File: src/hw/rtl/bbd_pkg.sv
// ----------------------------------------------------------------------------
// bbd_pkg
// Shared types, constants and the Bayer site lookup for the bilinear demosaic.
// ----------------------------------------------------------------------------
package bbd_pkg;

    localparam int PIXEL_BITS = 12;
    localparam int FRAME_BITS = 13;
    localparam int SUM_BITS   = PIXEL_BITS + 2;

    // Divide by three as multiply by reciprocal and shift, exact below 2**SUM_BITS
    localparam int DIV3_SHIFT = SUM_BITS + 1;
    localparam logic [SUM_BITS-1:0] DIV3_RECIP = SUM_BITS'(((1 << DIV3_SHIFT) + 2) / 3);

    localparam logic [1:0] PAT_RGGB = 2'd0;
    localparam logic [1:0] PAT_BGGR = 2'd1;
    localparam logic [1:0] PAT_GRBG = 2'd2;
    localparam logic [1:0] PAT_GBRG = 2'd3;

    localparam logic [1:0] REG_PATTERN = 2'd0;
    localparam logic [1:0] REG_WIDTH   = 2'd1;
    localparam logic [1:0] REG_HEIGHT  = 2'd2;

    localparam logic [FRAME_BITS-1:0] WIDTH_RESET  = 13'd1920;
    localparam logic [FRAME_BITS-1:0] HEIGHT_RESET = 13'd1080;

    typedef enum logic [1:0] {
        COL_RED,
        COL_GREEN,
        COL_BLUE
    } colour_t;

    typedef enum logic [2:0] {
        ST_IDLE,
        ST_LOAD,
        ST_SUM0,
        ST_DIV0,
        ST_SUM1,
        ST_DIV1
    } ctrl_state_t;

    typedef struct packed {
        logic [PIXEL_BITS-1:0] raw_sample;
        logic                  pad;
    } in_item_t;

    typedef struct packed {
        logic [PIXEL_BITS-1:0] red;
        logic [PIXEL_BITS-1:0] green;
        logic [PIXEL_BITS-1:0] blue;
        logic                  end_of_line;
        logic                  end_of_frame;
        logic                  last_in_run;
    } out_item_t;

    typedef struct packed {
        logic [1:0]            mosaic_order;
        logic [FRAME_BITS-1:0] frame_width;
        logic [FRAME_BITS-1:0] frame_height;
    } cfg_t;

    typedef struct packed {
        logic accept;
        logic load;
        logic sum;
        logic second;
        logic emit;
    } dp_cmd_t;

    typedef struct packed {
        logic has0;
        logic has1;
        logic out_free;
    } dp_status_t;

    // Colour of a site from its row and column parity under a mosaic order
    function automatic colour_t site_colour(input logic [1:0] pattern,
                                            input logic row_odd,
                                            input logic col_odd);
        logic    flip_col;
        logic    swap_rb;
        logic    c;
        colour_t col;
        case (pattern)
            PAT_RGGB: begin flip_col = 1'b0; swap_rb = 1'b0; end
            PAT_BGGR: begin flip_col = 1'b0; swap_rb = 1'b1; end
            PAT_GRBG: begin flip_col = 1'b1; swap_rb = 1'b0; end
            PAT_GBRG: begin flip_col = 1'b1; swap_rb = 1'b1; end
            default:  begin flip_col = 1'b0; swap_rb = 1'b0; end
        endcase
        c = col_odd ^ flip_col;
        if (row_odd ^ c) begin
            col = COL_GREEN;
        end else if (row_odd ^ swap_rb) begin
            col = COL_BLUE;
        end else begin
            col = COL_RED;
        end
        return col;
    endfunction

endpackage

File: src/hw/rtl/bbd_ctrl.sv
// ----------------------------------------------------------------------------
// bbd_ctrl
// Sequencer: accept a pixel, update the window, then sum and divide per result.
// ----------------------------------------------------------------------------
module bbd_ctrl import bbd_pkg::*; (
    input  logic       aclk,
    input  logic       aresetn,
    input  logic       s_valid,
    output logic       s_ready,
    input  dp_status_t status,
    output dp_cmd_t    cmd
);

    ctrl_state_t state_reg, state_next;

    always_ff @(posedge aclk) begin
        if (!aresetn) begin
            state_reg <= ST_IDLE;
        end else begin
            state_reg <= state_next;
        end
    end

    always_comb begin
        state_next = state_reg;
        cmd        = '0;
        s_ready    = 1'b0;
        case (state_reg)
            ST_IDLE: begin
                s_ready = 1'b1;
                if (s_valid) begin
                    cmd.accept = 1'b1;
                    state_next = ST_LOAD;
                end
            end
            ST_LOAD: begin
                cmd.load = 1'b1;
                if (status.has0) begin
                    state_next = ST_SUM0;
                end else if (status.has1) begin
                    state_next = ST_SUM1;
                end else begin
                    state_next = ST_IDLE;
                end
            end
            ST_SUM0: begin
                cmd.sum    = 1'b1;
                state_next = ST_DIV0;
            end
            ST_DIV0: begin
                // hold until the result register frees up
                if (status.out_free) begin
                    cmd.emit   = 1'b1;
                    state_next = status.has1 ? ST_SUM1 : ST_IDLE;
                end
            end
            ST_SUM1: begin
                cmd.sum    = 1'b1;
                cmd.second = 1'b1;
                state_next = ST_DIV1;
            end
            ST_DIV1: begin
                cmd.second = 1'b1;
                if (status.out_free) begin
                    cmd.emit   = 1'b1;
                    state_next = ST_IDLE;
                end
            end
            default: begin
                state_next = ST_IDLE;
            end
        endcase
    end

    a_load_follows_accept: assert property (@(posedge aclk) disable iff (!aresetn)
        cmd.accept |=> cmd.load)
        else $error("window update did not follow the transaction");

    a_load_only_after_accept: assert property (@(posedge aclk) disable iff (!aresetn)
        cmd.load |-> $past(cmd.accept))
        else $error("window update without a transaction");

    a_one_command: assert property (@(posedge aclk) disable iff (!aresetn)
        $onehot0({cmd.accept, cmd.load, cmd.sum, cmd.emit}))
        else $error("more than one datapath command at once");

    a_second_needs_last_col: assert property (@(posedge aclk) disable iff (!aresetn)
        (cmd.emit && cmd.second) |-> status.has1)
        else $error("end-of-line result for a pixel not on the last column");

endmodule

File: config.mk
export PLATFORM = sky130hd
export DESIGN_NAME = bbd_ctrl
export DESIGN_NICKNAME = d
export VERILOG_FILES = /design/src/hw/rtl/bbd_pkg.sv /design/src/hw/rtl/bbd_ctrl.sv
export SDC_FILE = /design/constraint.sdc
export NUM_CORES = 1
export LEC_CHECK = 0
export ABC_CLOCK_PERIOD_IN_PS = 2500
export BUFFER_PORTS_ARGS = -buffer_cell sky130_fd_sc_hd__buf_2
export CORE_AREA = 4 4 41 43
export DETAILED_ROUTE_END_ITERATION = 10
export DIE_AREA = 0 0 45 47
export PLACE_DENSITY = 0.47
export SLEW_MARGIN = 5
export SYNTH_ARGS = -nofsm -noshare
export SYNTH_HDL_FRONTEND = slang
export SYNTH_SLANG_ARGS = --single-unit
File: constraint.sdc
create_clock -name aclk -period 2.5 [get_ports aclk]
set_input_delay 0.5 -clock aclk [delete_from_list [all_inputs] [get_ports aclk]]
set_output_delay 0.5 -clock aclk [all_outputs]
set_load 0.03 [all_outputs]
Word-level counts from Yosys, hierarchy flattened
Index checks and enable logic that the tools add are counted.
{"block": "totals", "reg_bits": 3, "latchBits": 0, "ramBits": 0, "rom_bits": 0, "inputBits": 6, "output_inout_bits": 6, "wordCells": 28, "n_memories": 0}
{"block": "op_classes", "n_addsub": 0, "mul": 0, "n_div": 0, "order_cmp": 0, "eq_ne": 8, "n_shift": 0, "muxes": 14, "n_bitwise": 0, "reduce_logical": 5}
{"op": "3-bit case mux with 6 select lines", "count": 1}
{"op": "3-bit two-way mux", "count": 5}
{"op": "1-bit two-way mux", "count": 8}
{"op": "3-bit by 2-bit == test with 1-bit output (second input constant)", "count": 2}
{"op": "3-bit == test (second input constant)", "count": 2}
{"op": "2-bit inequality test (second input constant)", "count": 3}
{"op": "2-bit OR reduction", "count": 3}
{"op": "3-bit by 1-bit == test with 1-bit output (second input constant)", "count": 1}
{"op": "3-bit zero test", "count": 1}
{"op": "3-bit AND reduction", "count": 1}

Longest topological paths before layout
Gate-level depths: netlist of run 1.
{"block": "logic_depth", "ltp_word": 3, "mapped_depth": 4, "ltp_nobuf": 3}

Least setup slack after synthesis of run 1
Ideal clock, no wire load.
{"block": "synth_timing", "kind": "reg-to-output", "start": "register state_reg[2]", "end": "output cmd[4] (netlist name)", "arrival_ns": 1.247, "required_time_ns": 2.000, "path_slack_ns": 0.753, "path_stages_with_launch": 4, "path_buffers": 1, "path_cell_list": "dfxtp_1 > buf_6 > nor3_2 > and2_1"}
{"element": "from (decl)", "line_no": "bbd_ctrl.sv:14", "rtl": "ctrl_state_t state_reg, state_next;"}
{"element": "from (signal assigned)", "line_no": "bbd_ctrl.sv:20", "rtl": "state_reg <= state_next;"}
{"element": "to (decl)", "line_no": "bbd_ctrl.sv:11", "rtl": "output dp_cmd_t cmd"}

==> flow_metrics.tcl, run 1 <==
set metrics [dict create \
    status "finished clean" \
    grt_use_met1_pct 7.014 \
    clockBufferDepth 2 \
    n_antenna_cell 0 \
    grtUsageMet2_pct 9.040 \
    antenna_found_initial 0 \
    grt.total_usage_pct 6.467 \
    period_needed_ps 1684 \
    cts_hold_buf 0 \
    arrival_ps 1180 \
    critPathTopFamily "flip-flops" \
    place_hpwl_um 391.4 \
    die_x_um 45 \
    cts_root_buf "clkbuf_4" \
    power.leakage_nw 0.1330 \
    ant_nets 0 \
    maxSlewViolCount 0 \
    cts_sinks 3 \
    fp.coreArea_sq_um 1301 \
    cts_tree "yes" \
    routabilityCongestion 0.6752 \
    grt.busiest_layer "met2" \
    avgSynthCellArea_sq_um 8.085 \
    htreeDepth 1 \
    dieArea_sq_um 2115 \
    yosysWarnings 0 \
    grt_pass1_wl_um 931 \
    ir_drop_uv 140.8 \
    drt_iter0_drc 3 \
    ys_seq_area_share_pct 28.57 \
    synth_cells 26 \
    drcViolationCount 0 \
    p_total_uw 192.0 \
    multi_input_area_sq_um 127.6 \
    vias_per_cell 4.185 \
    synth_area_leaders "dfxtp_1 29%, buf_6 11%, a21oi_1 7.1%" \
    worst_path_max_delay_cell "dfxtp_1" \
    ys_ff_latch 3 \
    powerDensity_nw_per_um2 667.3 \
    start_util_pct 16.15 \
    path_class "register to output pin" \
    max_stage_delay_ps 510 \
    grt_pass1_vias 235 \
    tightestPinTransition_ps 343.3 \
    hold_viol_final 0 \
    critPathBufInv 1 \
    rows 13 \
    hold_ws_ps 538.4 \
    ios 12 \
    clkTransAtPathRegs_ps 40 \
    globalRouteMet3Util_pct 1.533 \
    drv_cap 0 \
    hp-class "primary input to register" \
    worstPathCellList "xnor2_1 > nor2_1 > buf_2" \
    finalSetupViolCount 0 \
    synth_fp_nets 32 \
    area_growth_pct 36.90 \
    nets 46 \
    final_util_pct 22.12 \
    numCtsBuffers 3 \
    cts_setup_buffers 0 \
    finalSetupTns_ps 0 \
    largest_register_ffs 3 \
    finClkSkew_ps 0.05487 \
    wirelength_um 515 \
    crit_path_max_fanout 10 \
    die_h_um 47 \
    wire_per_inst_um 9.537 \
    drive_gt1_share_pct 41.03 \
    yosys.cell_types.count 16 \
    yosysTopAreaCell "dfxtp_1" \
    cts-resized-gates 0 \
    fmaxAchievable_mhz 593.9 \
    n_fill_cell 159 \
    cp-start-kind "register" \
    io_buffers 11 \
    relSlewSlack_pct 77.08 \
    seqCellArea_sq_um 60.06 \
    grt_start_max_net_pins 11 \
    route.vias.total 226 \
    overflow 0 \
    rsz0062_at_grt "false" \
    netlist_area_sq_um 210.2 \
    cp-end-kind "output pin" \
    cp_data_required_time_ps 2000 \
    finalCritPeriodShare_pct 67.35 \
    first_pass_iters 4 \
    insertion_delay_ps 230 \
    yosysTopAreaCellShare_pct 28.57 \
]
worst paths after layout:
path                                   from                   endpoint  slack (ps)  cells after the start
setup / recovery  state_reg[1]$_SDFFE_PN0P_                     cmd[0]         820                      3
hold / removal                      aresetn  state_reg[0]$_SDFFE_PN0P_         540                      2
setup reg to reg  state_reg[1]$_SDFFE_PN0P_  state_reg[1]$_SDFFE_PN0P_        1440                      3
hold reg to reg   state_reg[2]$_SDFFE_PN0P_  state_reg[1]$_SDFFE_PN0P_         610                      1
worst reg2reg max path: stages (launching register included):
cell,delay (ps)
dfxtp_1,510
and3b_1,220
a21oi_1,150
nor3b_2,60
cell type report:
cell class              count  share of cell area, %
clock buffers               4                  9.130
multi-input cells          21                  44.35
flip-flops and latches      3                  20.87
well taps                  15                  6.522
repair buffers             11                  19.13
logic make-up (layout without fill, tap and decap cells):
kind of cell,count (synthesis),count (layout),synth area share [%]
flip-flops,3,3,28.57
AO/OA/AOI/OAI,5,5,11.90
XOR/XNOR,1,1,4.167
AND/OR/NAND/NOR,15,15,44.64
buffers and inverters,2,15,10.71
metal layers:
metal  vias up  wire [um]  part of all wire (%)
met5         -          0                     0
met2        10        232                    45
met4         0         10                   1.9
li1        117          -                     -
met1        97        224                    43
met3         2         46                   8.9
power by group:
| part | internal [mW] | switching, mW | total [mW] |
|---|---|---|---|
| clock | 0.0599 | 0.0261 | 0.0860 |
| combinational | 0.0184 | 0.0295 | 0.0478 |
| sequential | 0.0514 | 0.00691 | 0.0583 |
| total | 0.130 | 0.0625 | 0.192 |
Yosys cell counts:
master    n
a21oi_1   3
and2_1    2
and3_1    1
and3b_1   1
buf_6     2
dfxtp_1   3
nand2_1   1
nand3_1   1
nand4b_1  1
nor2_1    4
nor2b_1   1
nor3_1    1
nor3_2    1
nor3b_2   1
o21ai_0   2
xnor2_1   1
cells in the final DEF (no fill, tap or decap), types with 2 or more instances in the layout:
cell type  count
a21oi_1        3
and2_1         2
buf_2         11
clkbuf_4       3
dfxtp_1        3
nor2_1         4
o21ai_0        2
per-stage QoR:
step / setup slack (ps) / std cells / area [sq um]
CTS: 800.0 / 54 / 287.8
global route: 705.8 / 54 / 287.8
floorplan: 752.9 / 26 / 210.2
finish: 816.4 / 54 / 287.8
global placement: 1025 / 50 / 261.5
detailed placement: 1025 / 50 / 261.5
Note: power is estimated with default switching activity, not from simulation.
==> run 2, diff against run 1 <==
- ABC_CLOCK_PERIOD_IN_PS: 2500 -> 1500
- PLACE_DENSITY: 0.47 -> 0.48
- clock period: 2.5 -> 1.5 ns (I/O delays scaled with it)
==> flow_metrics.tcl, run 2 (synthesis gave the netlist of run 1 again) <==
set metrics [dict create \
    status "finished clean" \
    relSlewSlack_pct 86.57 \
    n_antenna_cell 0 \
    n_fill_cell 163 \
    final_area_sq_um 297.8 \
    powerDensity_nw_per_um2 1085 \
    tightestPinTransition_ps 201.4 \
    grt_start_max_net_pins 11 \
    path_class "register to output pin" \
    comb_power_share_pct 25.4 \
    pre_cts_slack_ps 228.7 \
    cp_data_required_time_ps 1200 \
    die_x_um 45 \
    final_util_pct 22.88 \
    drv_cap 0 \
    ir_drop_uv 184.3 \
    finalSetupTns_ps 0 \
    drcViolationCount 0 \
    maxSlewViolCount 0 \
    seqCellArea_sq_um 63.81 \
    area_growth_pct 41.67 \
    period_needed_ps 1394 \
    hold_viol_final 0 \
    drive_gt1_share_pct 48.72 \
    first_pass_iters 4 \
    fp.coreArea_sq_um 1301 \
    p_total_uw 323.2 \
    clock_power_share_pct 43.7 \
    final_common_cell "buf_2" \
    drt_iter0_drc 2 \
    vias_per_cell 4.056 \
    ios 12 \
    rows 13 \
    placedCellCount 50 \
    finClkSkew_ps 1.625 \
    reg2reg_from "state_reg[1]$_SDFFE_PN0P_" \
    htreeDepth 1 \
    internal_power_uw 219.4 \
    fmaxAchievable_mhz 717.6 \
    seq_power_share_pct 30.9 \
    dieArea_sq_um 2115 \
    finalCritPeriodShare_pct 92.90 \
    grt_pass1_wl_um 814 \
    final_cell_mix "11 x buf_2, 4 x nor2_1, 3 x a21oi_1, 3 x clkbuf_4, 3 x dfxtp_2" \
    rsz0062_at_grt "false" \
    multi_input_area_sq_um 133.9 \
    numCtsBuffers 3 \
    grt.total_usage_pct 5.841 \
    route.vias.total 219 \
    overflow 0 \
    grt_pass1_vias 192 \
    power.share.switching_pct 32.10 \
    arrival_ps 1090 \
    nets 46 \
    cts_sinks 3 \
    die_h_um 47 \
    dpl_cell_area_sq_um 267.8 \
    critPathLaunch "state_reg[2]$_SDFFE_PN0P_" \
    cts_setup_buffers 0 \
    cp-start-kind "register" \
    power.leakage_nw 0.1369 \
    finalSetupViolCount 0 \
    min_from "aresetn" \
    antenna_found_initial 0 \
    ant_nets 0 \
    largest_register_ffs 3 \
    start_util_pct 16.15 \
    cp-end-kind "output pin" \
    cts_root_buf "clkbuf_4" \
    wirelength_um 518 \
    instances_no_fill 54 \
    clockBufferDepth 2 \
    routabilityCongestion 0.6964 \
    p_sw_uw 103.7 \
    place_hpwl_um 408.3 \
    insertion_delay_ps 230 \
    clkTransAtPathRegs_ps 40 \
    hold_ws_ps 334.2 \
    setup_slack_ps 106.5 \
    hp-class "primary input to register" \
    io_buffers 11 \
    wire_per_inst_um 9.593 \
    cts_tree "yes" \
    crit_path_max_fanout 8 \
]
[run 2: cell counts in the layout (fill, tap and decap cells not counted)]
Identical to the previous run, type by type.
[run 2: routing by layer]
| metal | track usage, % | wire length (um) |
|---|---|---|
| met1 | 7.029 | 229 |
| met2 | 6.780 | 232 |
| met3 | 1.533 | 43 |
| met4 | 8.772 | 12 |
| met5 | 0 | 0 |
[run 2: what timing repair did]
item                       4_1_cts  5_1_grt
setup endpoints to repair        3        2
resized for setup                2        1
pin swaps                        0        0
hold buffers                     0        0
cloned                           0        0
[run 2: cell type report]
cell class | count | area share [%]
repair buffers | 11 | 18.49
clock buffers | 4 | 8.824
flip-flops and latches | 3 | 21.43
well taps | 15 | 6.303
multi-input cells | 21 | 44.96
[run 2: worst paths after layout]
path,to,cells after the start,slack (ps)
worst max-delay path,cmd[4],3,110
worst min-delay path,state_reg[2]$_SDFFE_PN0P_,3,330
worst max register to register,state_reg[1]$_SDFFE_PN0P_,3,550
worst min register to register,state_reg[1]$_SDFFE_PN0P_,1,540
[run 2: worst max-delay path, stage by stage (launching register included)]
cell     delay [ps]
dfxtp_2         370
nor3_4          170
and2_1          140
buf_2           190
[run 2: power groups by stage]
stage               clock network [mW]  registers, mW  logic [mW]
finish                           0.141         0.0999      0.0821
global route                     0.154          0.102      0.0901
CTS                              0.149         0.0995      0.0833
detailed placement                   0          0.100      0.0832
global placement                     0         0.0999      0.0831
floorplan                            0         0.0917      0.0707
